[src/design/bdec_pkg.sv]
// Shared types and constants for the wheel code entry controller.
package bdec_pkg;

	localparam int DIGIT_SLOTS  = 6;
	localparam int SYMBOL_COUNT = 12;

	localparam int CHOICE_W = 4;
	localparam int CURSOR_W = 3;
	localparam int STATUS_W = 2;
	localparam int VALUE_W  = 20;
	localparam int KIND_W   = 2;
	localparam int RND_W    = 4;
	localparam int CNT_W    = 3;
	localparam int MODE_W   = 2;
	localparam int CFG_IDX_W = 3;
	localparam int P10_W    = VALUE_W + 4;

	localparam logic [CHOICE_W-1:0] SYM_BACKSPACE = CHOICE_W'(SYMBOL_COUNT - 2);
	localparam logic [CHOICE_W-1:0] SYM_ENTER     = CHOICE_W'(SYMBOL_COUNT - 1);
	localparam logic [CHOICE_W-1:0] SYM_LAST_DIGIT = 4'd9;

	// divide by ten as multiply by ceil(2^23/10), exact for 20-bit values
	localparam logic [VALUE_W-1:0] DIV10_RECIP = 20'hCCCCD;
	localparam int DIV10_SHIFT = 23;
	localparam int PROD_W = 2 * VALUE_W;

	localparam logic [KIND_W-1:0] KIND_LEFT    = 2'd0;
	localparam logic [KIND_W-1:0] KIND_RIGHT   = 2'd1;
	localparam logic [KIND_W-1:0] KIND_CLICK   = 2'd2;
	localparam logic [KIND_W-1:0] KIND_RESTART = 2'd3;

	localparam logic [STATUS_W-1:0] ST_ENTERING = 2'd0;
	localparam logic [STATUS_W-1:0] ST_COMPLETE = 2'd1;
	localparam logic [STATUS_W-1:0] ST_ABANDON  = 2'd2;

	localparam logic [MODE_W-1:0] MODE_ZERO   = 2'd0;
	localparam logic [MODE_W-1:0] MODE_CURSOR = 2'd1;

	localparam logic [CFG_IDX_W-1:0] REG_DIGIT_COUNT = 3'd0;
	localparam logic [CFG_IDX_W-1:0] REG_VALUE_LIMIT = 3'd1;
	localparam logic [CFG_IDX_W-1:0] REG_ENTER_EN    = 3'd2;
	localparam logic [CFG_IDX_W-1:0] REG_START_MODE  = 3'd3;
	localparam logic [CFG_IDX_W-1:0] REG_INVERT      = 3'd4;

	localparam logic [CURSOR_W-1:0] DIGIT_COUNT_RST = CURSOR_W'(DIGIT_SLOTS);

	typedef enum logic [2:0] {
		S_IDLE,
		S_DECODE,
		S_DIV,
		S_PREP,
		S_NORM,
		S_WHEEL,
		S_OUT
	} bdec_state_t;

	typedef struct packed {
		logic                capture;
		logic                restart;
		logic                finish_set;
		logic [STATUS_W-1:0] finish_code;
		logic                back_step;
		logic                div_write;
		logic                commit;
		logic                load_start;
		logic                normalise;
		logic                wheel_step;
		logic                out_load;
	} bdec_cmd_t;

	typedef struct packed {
		logic [KIND_W-1:0] kind;
		logic              finished;
		logic              choice_bs;
		logic              choice_enter;
		logic              cursor_zero;
		logic              last_digit;
		logic              wheel_hit;
		logic              out_free;
	} bdec_status_t;

endpackage

[src/design/bounded_digit_entry_controller_top.sv]
// Top level of the rotary-wheel decimal code entry controller.
// Input channel (in_valid/in_stall) carries one event word: kind (wheel left,
// wheel right, click, restart) and random_digit. Every event yields exactly one
// result word on the output channel (out_valid/out_stall): current_choice,
// cursor, status and entered_value, the state after the event.
// Ignored events and enter/finish clicks go straight to the result; a digit commit
// or restart then loads the start choice and normalises it, and a backspace does
// the same after dividing the prefix by ten through one registered multiply;
// wheel events step one position at a time, trying up to 12, until one is allowed.
// One event is worked at a time; in_stall is high while it is in flight.
// The result sits in an output register: while out_stall holds it, the next
// event is still taken and worked, and its result waits for the register.
// Settings are written on the cfg channel (cfg_ready always high); index 0..4
// selects digit_count, the value limit, enter_enabled, start_mode, invert_wheel.
// Reset: settings return to 6, 0, 0, 0, 0; cursor, choice, value and status
// clear, and no result is pending.
module bounded_digit_entry_controller_top (
	input  logic                               clk,
	input  logic                               arst_n,
	input  logic                               in_valid,
	output logic                               in_stall,
	input  logic [bdec_pkg::KIND_W-1:0]        kind,
	input  logic [bdec_pkg::RND_W-1:0]         random_digit,
	output logic                               out_valid,
	input  logic                               out_stall,
	output logic [bdec_pkg::CHOICE_W-1:0]      current_choice,
	output logic [bdec_pkg::CURSOR_W-1:0]      cursor,
	output logic [bdec_pkg::STATUS_W-1:0]      status,
	output logic [bdec_pkg::VALUE_W-1:0]       entered_value,
	input  logic                               cfg_valid,
	output logic                               cfg_ready,
	input  logic [bdec_pkg::CFG_IDX_W-1:0]     cfg_index,
	input  logic [bdec_pkg::VALUE_W-1:0]       cfg_data
);

	bdec_pkg::bdec_cmd_t    cmd;
	bdec_pkg::bdec_status_t sts;

	assign cfg_ready = 1'b1;

	bdec_ctrl u_ctrl (
		.clk      (clk),
		.arst_n   (arst_n),
		.in_valid (in_valid),
		.in_stall (in_stall),
		.sts      (sts),
		.cmd      (cmd)
	);

	bdec_dp u_dp (
		.clk            (clk),
		.arst_n         (arst_n),
		.cmd            (cmd),
		.sts            (sts),
		.kind           (kind),
		.random_digit   (random_digit),
		.cfg_we         (cfg_valid & cfg_ready),
		.cfg_index      (cfg_index),
		.cfg_data       (cfg_data),
		.out_stall      (out_stall),
		.out_valid      (out_valid),
		.current_choice (current_choice),
		.cursor         (cursor),
		.status         (status),
		.entered_value  (entered_value)
	);

endmodule

[src/design/bdec_ctrl.sv]
// Sequencer for the wheel code entry controller: decodes one event word at a time.
module bdec_ctrl (
	input  logic                 clk,
	input  logic                 arst_n,
	input  logic                 in_valid,
	output logic                 in_stall,
	input  bdec_pkg::bdec_status_t sts,
	output bdec_pkg::bdec_cmd_t    cmd
);

	bdec_pkg::bdec_state_t state_q, state_d;
	logic [bdec_pkg::CNT_W+1-1:0] cnt_q, cnt_d;

	always_ff @(posedge clk or negedge arst_n) begin
		if (!arst_n) begin
			state_q <= bdec_pkg::S_IDLE;
			cnt_q   <= '0;
		end else begin
			state_q <= state_d;
			cnt_q   <= cnt_d;
		end
	end

	assign in_stall = (state_q != bdec_pkg::S_IDLE);

	always_comb begin
		state_d = state_q;
		cnt_d   = cnt_q;
		cmd     = '0;
		case (state_q)
			bdec_pkg::S_IDLE: begin
				if (in_valid) begin
					cmd.capture = 1'b1;
					state_d = bdec_pkg::S_DECODE;
				end
			end
			bdec_pkg::S_DECODE: begin
				if (sts.kind == bdec_pkg::KIND_RESTART) begin
					cmd.restart = 1'b1;
					state_d = bdec_pkg::S_PREP;
				end else if (sts.finished) begin
					state_d = bdec_pkg::S_OUT;
				end else if (sts.kind == bdec_pkg::KIND_CLICK) begin
					if (sts.choice_bs) begin
						if (sts.cursor_zero) begin
							cmd.finish_set  = 1'b1;
							cmd.finish_code = bdec_pkg::ST_ABANDON;
							state_d = bdec_pkg::S_OUT;
						end else begin
							cmd.back_step = 1'b1;
							state_d = bdec_pkg::S_DIV;
						end
					end else if (sts.choice_enter) begin
						cmd.finish_set  = 1'b1;
						cmd.finish_code = sts.cursor_zero ? bdec_pkg::ST_ABANDON
						                                  : bdec_pkg::ST_COMPLETE;
						state_d = bdec_pkg::S_OUT;
					end else begin
						cmd.commit = 1'b1;
						if (sts.last_digit) begin
							cmd.finish_set  = 1'b1;
							cmd.finish_code = bdec_pkg::ST_COMPLETE;
							state_d = bdec_pkg::S_OUT;
						end else begin
							state_d = bdec_pkg::S_PREP;
						end
					end
				end else begin
					cnt_d   = '0;
					state_d = bdec_pkg::S_WHEEL;
				end
			end
			bdec_pkg::S_DIV: begin
				cmd.div_write = 1'b1;
				state_d = bdec_pkg::S_PREP;
			end
			bdec_pkg::S_PREP: begin
				// prefix*10 settles during this cycle
				cmd.load_start = 1'b1;
				state_d = bdec_pkg::S_NORM;
			end
			bdec_pkg::S_NORM: begin
				cmd.normalise = 1'b1;
				state_d = bdec_pkg::S_OUT;
			end
			bdec_pkg::S_WHEEL: begin
				cmd.wheel_step = 1'b1;
				if (sts.wheel_hit || cnt_q == 4'(bdec_pkg::SYMBOL_COUNT - 1)) begin
					state_d = bdec_pkg::S_OUT;
				end else begin
					cnt_d = cnt_q + 4'd1;
				end
			end
			bdec_pkg::S_OUT: begin
				if (sts.out_free) begin
					cmd.out_load = 1'b1;
					state_d = bdec_pkg::S_IDLE;
				end
			end
			default: begin
				state_d = bdec_pkg::S_IDLE;
			end
		endcase
	end

endmodule

[src/design/bdec_dp.sv]
// Datapath: settings, entry state, symbol checks, divide by ten and result register.
module bdec_dp (
	input  logic                               clk,
	input  logic                               arst_n,
	input  bdec_pkg::bdec_cmd_t                cmd,
	output bdec_pkg::bdec_status_t             sts,
	input  logic [bdec_pkg::KIND_W-1:0]        kind,
	input  logic [bdec_pkg::RND_W-1:0]         random_digit,
	input  logic                               cfg_we,
	input  logic [bdec_pkg::CFG_IDX_W-1:0]     cfg_index,
	input  logic [bdec_pkg::VALUE_W-1:0]       cfg_data,
	input  logic                               out_stall,
	output logic                               out_valid,
	output logic [bdec_pkg::CHOICE_W-1:0]      current_choice,
	output logic [bdec_pkg::CURSOR_W-1:0]      cursor,
	output logic [bdec_pkg::STATUS_W-1:0]      status,
	output logic [bdec_pkg::VALUE_W-1:0]       entered_value
);

	// settings
	logic [bdec_pkg::CURSOR_W-1:0] digit_count_q;
	logic [bdec_pkg::VALUE_W-1:0]  value_limit_q;
	logic                          enter_en_q;
	logic [bdec_pkg::MODE_W-1:0]   start_mode_q;
	logic                          invert_q;

	// entry state
	logic [bdec_pkg::CURSOR_W-1:0] cursor_q;
	logic [bdec_pkg::CHOICE_W-1:0] choice_q;
	logic [bdec_pkg::VALUE_W-1:0]  prefix_q;
	logic [bdec_pkg::STATUS_W-1:0] finish_q;

	// working registers
	logic [bdec_pkg::KIND_W-1:0]   kind_q;
	logic [bdec_pkg::RND_W-1:0]    rnd_q;
	logic [bdec_pkg::P10_W-1:0]    p10_q;
	logic [bdec_pkg::PROD_W-1:0]   prod_q;
	logic                          out_valid_q;

	logic [bdec_pkg::CURSOR_W-1:0] digits_req;
	logic [bdec_pkg::CHOICE_W-1:0] start_val;
	logic [bdec_pkg::CHOICE_W-1:0] norm_val;
	logic [bdec_pkg::CHOICE_W-1:0] step_val;
	logic                          fwd;

	function automatic logic sym_ok(input logic [bdec_pkg::CHOICE_W-1:0] s,
	                                input logic [bdec_pkg::P10_W-1:0] p10,
	                                input logic [bdec_pkg::VALUE_W-1:0] maxv,
	                                input logic en);
		logic [bdec_pkg::P10_W:0] sum;
		logic ok;
		sum = {1'b0, p10} + (bdec_pkg::P10_W+1)'(s);
		if (s <= bdec_pkg::SYM_LAST_DIGIT) begin
			ok = (maxv == '0) || (sum <= (bdec_pkg::P10_W+1)'(maxv));
		end else if (s == bdec_pkg::SYM_BACKSPACE) begin
			ok = 1'b1;
		end else if (s == bdec_pkg::SYM_ENTER) begin
			ok = en;
		end else begin
			ok = 1'b0;
		end
		return ok;
	endfunction

	assign digits_req = (digit_count_q == '0 || digit_count_q > bdec_pkg::DIGIT_COUNT_RST)
	                    ? bdec_pkg::DIGIT_COUNT_RST : digit_count_q;

	always_comb begin
		if (start_mode_q == bdec_pkg::MODE_ZERO) begin
			start_val = '0;
		end else if (start_mode_q == bdec_pkg::MODE_CURSOR) begin
			start_val = {1'b0, cursor_q};
		end else begin
			start_val = (rnd_q <= bdec_pkg::SYM_LAST_DIGIT) ? rnd_q : '0;
		end
	end

	// digits allowed form a run from zero, so the lowest allowed symbol is 0 or backspace
	always_comb begin
		if (sym_ok(choice_q, p10_q, value_limit_q, enter_en_q)) begin
			norm_val = choice_q;
		end else if (enter_en_q && cursor_q != '0) begin
			norm_val = bdec_pkg::SYM_ENTER;
		end else if (sym_ok('0, p10_q, value_limit_q, enter_en_q)) begin
			norm_val = '0;
		end else begin
			norm_val = bdec_pkg::SYM_BACKSPACE;
		end
	end

	assign fwd = (kind_q == bdec_pkg::KIND_RIGHT) ^ invert_q;

	always_comb begin
		if (fwd) begin
			step_val = (choice_q == bdec_pkg::SYM_ENTER) ? '0 : choice_q + 4'd1;
		end else begin
			step_val = (choice_q == '0) ? bdec_pkg::SYM_ENTER : choice_q - 4'd1;
		end
	end

	always_comb begin
		sts.kind         = kind_q;
		sts.finished     = (finish_q != bdec_pkg::ST_ENTERING);
		sts.choice_bs    = (choice_q == bdec_pkg::SYM_BACKSPACE);
		sts.choice_enter = (choice_q == bdec_pkg::SYM_ENTER);
		sts.cursor_zero  = (cursor_q == '0);
		sts.last_digit   = ({1'b0, cursor_q} + 4'd1) >= {1'b0, digits_req};
		sts.wheel_hit    = sym_ok(step_val, p10_q, value_limit_q, enter_en_q);
		sts.out_free     = !out_valid_q || !out_stall;
	end

	always_ff @(posedge clk or negedge arst_n) begin
		if (!arst_n) begin
			digit_count_q <= bdec_pkg::DIGIT_COUNT_RST;
			value_limit_q <= '0;
			enter_en_q    <= 1'b0;
			start_mode_q  <= '0;
			invert_q      <= 1'b0;
		end else if (cfg_we) begin
			case (cfg_index)
				bdec_pkg::REG_DIGIT_COUNT: digit_count_q <= cfg_data[bdec_pkg::CURSOR_W-1:0];
				bdec_pkg::REG_VALUE_LIMIT: value_limit_q <= cfg_data;
				bdec_pkg::REG_ENTER_EN:    enter_en_q    <= cfg_data[0];
				bdec_pkg::REG_START_MODE:  start_mode_q  <= cfg_data[bdec_pkg::MODE_W-1:0];
				bdec_pkg::REG_INVERT:      invert_q      <= cfg_data[0];
				default: begin
				end
			endcase
		end
	end

	always_ff @(posedge clk or negedge arst_n) begin
		if (!arst_n) begin
			cursor_q <= '0;
			choice_q <= '0;
			prefix_q <= '0;
			finish_q <= bdec_pkg::ST_ENTERING;
		end else begin
			if (cmd.restart) begin
				cursor_q <= '0;
				prefix_q <= '0;
				finish_q <= bdec_pkg::ST_ENTERING;
			end
			if (cmd.finish_set) begin
				finish_q <= cmd.finish_code;
			end
			if (cmd.back_step) begin
				cursor_q <= cursor_q - 3'd1;
			end
			if (cmd.div_write) begin
				prefix_q <= bdec_pkg::VALUE_W'(prod_q[bdec_pkg::PROD_W-1:bdec_pkg::DIV10_SHIFT]);
			end
			if (cmd.commit) begin
				prefix_q <= p10_q[bdec_pkg::VALUE_W-1:0] + bdec_pkg::VALUE_W'(choice_q);
				cursor_q <= cursor_q + 3'd1;
			end
			if (cmd.load_start) begin
				choice_q <= start_val;
			end
			if (cmd.normalise) begin
				choice_q <= norm_val;
			end
			if (cmd.wheel_step) begin
				choice_q <= step_val;
			end
		end
	end

	// payload and work registers
	always_ff @(posedge clk) begin
		p10_q  <= {1'b0, prefix_q, 3'b000} + {3'b000, prefix_q, 1'b0};
		prod_q <= bdec_pkg::PROD_W'(prefix_q) * bdec_pkg::PROD_W'(bdec_pkg::DIV10_RECIP);
		if (cmd.capture) begin
			kind_q <= kind;
			rnd_q  <= random_digit;
		end
		if (cmd.out_load) begin
			current_choice <= choice_q;
			cursor         <= cursor_q;
			status         <= finish_q;
			entered_value  <= prefix_q;
		end
	end

	always_ff @(posedge clk or negedge arst_n) begin
		if (!arst_n) begin
			out_valid_q <= 1'b0;
		end else if (cmd.out_load) begin
			out_valid_q <= 1'b1;
		end else if (!out_stall) begin
			out_valid_q <= 1'b0;
		end
	end

	assign out_valid = out_valid_q;

endmodule
[config.mk]
export PLATFORM = sky130hd
export DESIGN_NAME = bounded_digit_entry_controller_top
export DESIGN_NICKNAME = d
export VERILOG_FILES = /design/src/design/bdec_pkg.sv /design/src/design/bounded_digit_entry_controller_top.sv /design/src/design/bdec_ctrl.sv /design/src/design/bdec_dp.sv
export SDC_FILE = /design/constraint.sdc
export NUM_CORES = 1
export LEC_CHECK = 0
export BUFFER_PORTS_ARGS = -buffer_cell sky130_fd_sc_hd__buf_4
export CAP_MARGIN = 25
export CELL_PAD_IN_SITES_DETAIL_PLACEMENT = 0
export CELL_PAD_IN_SITES_GLOBAL_PLACEMENT = 1
export CORE_MARGIN = 1
export CORE_UTILIZATION = 45
export CTS_CLUSTER_DIAMETER = 120
export DETAILED_ROUTE_END_ITERATION = 7
export PLACE_DENSITY = 0.82
export SKIP_LAST_GASP = 1
export SLEW_MARGIN = 20
export SYNTH_ARGS = -nofsm -noshare
export SYNTH_HDL_FRONTEND = slang
export SYNTH_SLANG_ARGS = --single-unit
[constraint.sdc]
create_clock -name clk -period 8.2 [get_ports clk]
set_input_delay 1.64 -clock clk [delete_from_list [all_inputs] [get_ports clk]]
set_output_delay 1.64 -clock clk [all_outputs]
set_load 0.01 [all_outputs]
==> impl_metrics.toml <==
[yosys]
synth_top_cells_by_area = "ha_1, fa_1, dfrtp_1"
ys.flop_type = "dfrtp_1"
ys_seq_elements = 139
syn_nets = 1991
syn_area_sq_um = 15130
yosys_warnings = 0
synth_cell_types = 77
syn_inst = 1521
synth_seq_area_share_pct = 22.84
async_flop_share_pct = 46.04
yosysMostFrequentCell = "ha_1"
netlist.area_leader.share_pct = 24.32
netlist_top_cells_count = "ha_1, inv_1, fa_1, nand2_1, dfrtp_1"
synth-edff-count = 35
post-synth-top-area-cell = "ha_1"
syn_area_per_cell_sq_um = 9.946

[clocking]
h-tree-depth = 4
postCtsHoldBufs = 0
postCtsSetupBuffers = 0
cts.sinks = 139
cts_buffer_depth = 2
cts_tree = "yes"
clock_latency_ns = 0.43
numCtsBuffers = 17
root_buffer = "clkbuf_16"
ctsResizeCount = 0
clkSlewWorstSetupHoldPaths_ns = 0.07

[sta]
grt_setup_unrepaired = "no"
final-hold-violation-count = 0
post-route-min-period_ns = 6.705
final.setup.tns_ns = 0
skew_ns = 0.01251
setup_viol = 0
slew_viol_final = 0
max_slew_margin_pct = 39.27
final.period_utilization_pct = 81.77
max_freq_ghz = 0.1491
tightest_slew_ns = 0.9110

[setup_path]
rrSetupSlack_ns = 1.50
crit_path_end_kind = "flip-flop"
start_kind = "flip-flop"
cp.arrival_ns = 7.06
startpoint = "u_dp.prefix_q[5]$_DFFE_PN0P_"
crit_fanout = 9
path_class = "flip-flop to flip-flop"
r2r-start = "u_dp.prefix_q[5]$_DFFE_PN0P_"
required_ns = 8.55

[drt]
wirelength_mm = 39.76
drc = 0
viasPerCell = 5.376
dr_wl_met2_mm = 19.26
wl_per_cell_microns = 19.49
drtAntennaViolNets = 0
first_pass_iters = 5
top_layer_used = "met4"
met1Wirelength_mm = 17.34
met3WireLength_mm = 2.010
num_vias = 10970
drt-initial-drc-count = 734

[floorplanning]
core_sq_um = 32780
ios = 66
start_util_pct = 46.15
die-area_sq_um = 34360
placementRows = 66
die_h_microns = 185.4
die_w_microns = 185.4

[worst_hold_path]
holdCritStartpoint = "u_dp.prod_q[27]$_DFF_P_"
hold_class = "flip-flop to flip-flop"

[final_layout]
multi_input_area_sq_um = 10490
drive_gt1_share_pct = 8.511
seqCellArea_sq_um = 3456
nets = 2055
insertedDiodeCount = 0
area_growth_pct = 10.49
nFillCells = 3050

[outcome]
status = "complete, no violations"

[placed_design]
gp_congestion = 0.9789
dp_hpwl_mm = 33.04
io_buffers = 64

[global_routing]
grt_pass1_wl_mm = 63.40
grt_overflow = 0
grt_pass1_vias = 11570
grtUsageTotal_pct = 24.69
grt_max_degree = 65
antenna_found_initial = 1

[job]
drv_cap = 0
[worst max-delay path, stage by stage, from the launching register on]
cell and delay, ns:
dfrtp_1 0.64, ha_1 0.36, inv_1 0.21, fa_1 0.52
fa_1 0.53, fa_1 0.59, inv_1 0.07, fa_1 0.50
fa_1 0.50, ha_1 0.30, ha_1 0.30, and4_1 0.26
and2_1 0.17, a31oi_1 0.19, a31oi_1 0.22, or2_1 0.29
a21oi_1 0.27, o221ai_1 0.20, o41ai_1 0.33, xnor2_1 0.17
[kinds of logic after synthesis]
group	count (synthesis)	share of synthesized area, %
other cells	1	0.02479
flops	139	22.84
buf+inv	318	7.981
fa+ha+maj	436	43.11
xor+xnor	71	4.235
simple gates	287	9.528
compound gates	249	10.80
mux	20	1.480
[metal layers]
layer | track usage [%] | vias up
met2 | 42.25 | 292
met3 | 4.227 | 67
met1 | 31.32 | 5316
met5 | 0 | -
met4 | 8.331 | 0
li1 | - | 5292
[registers in the layout, summed over array words and instances, names as in the netlist, 4 cells and up]
name,count
u_ctrl.cnt_q,4
u_dp.value_limit_q,20
u_dp.rnd_q,4
u_dp.current_choice,4
u_dp.entered_value,20
u_dp.choice_q,4
u_dp.prefix_q,20
u_dp.p10_q,20
u_dp.prod_q,20
[cell usage in the layout (no fill, tap or decap), types with 13 or more instances in the layout]
cell type	instances
nor2b_1	17
nand3_1	31
nand4_1	20
nor2_1	55
xor2_1	18
clkbuf_16	18
xnor2_1	52
nor3_1	18
inv_1	292
nand2_1	82
o21ai_0	57
a21o_1	26
buf_4	71
edfxtp_1	35
dfxtp_1	40
ha_1	294
a21oi_1	60
a31oi_1	13
dfrtp_1	62
fa_1	142
[area by class of cell]
| class | instances | share of cell area [%] |
|---|---|---|
| multi-input cells | 1064 | 62.73 |
| inverters | 292 | 6.557 |
| flip-flops and latches | 139 | 20.68 |
| clock inverters | 13 | 0.7635 |
| clock buffers | 19 | 2.777 |
| well taps | 442 | 3.309 |
| repair buffers | 71 | 3.189 |
[final timing paths]
| path | end | cells past startpoint |
|---|---|---|
| setup / recovery | u_dp.prod_q[39]$_DFF_P_ | 19 |
| hold / removal | u_dp.prefix_q[4]$_DFFE_PN0P_ | 2 |
| hold reg to reg | u_dp.prefix_q[4]$_DFFE_PN0P_ | 2 |
| max in group asynchronous | u_dp.prefix_q[0]$_DFFE_PN0P_ | 1 |
| min in group asynchronous | u_dp.value_limit_q[10]$_DFFE_PN0P_ | 1 |
| setup reg to reg | u_dp.prod_q[39]$_DFF_P_ | 19 |
[per-stage QoR]
step                util [%]  hold WS (ns)  cell area, sq um  worst slack (ns)  std cells
floorplan                  -        0.3983             15130             2.255       1521
global placement       49.18        0.4067             16120             1.518       2008
detailed placement     49.18        0.4097             16120             1.459       2008
CTS                    50.98        0.4154             16710             1.437       2040
global route           50.98        0.4313             16710             1.069       2040
finish                 50.98        0.4157             16710             1.495       2040
Power is not shown: default switching activity piles up to over one toggle a cycle in this logic, so the estimate is an artifact.
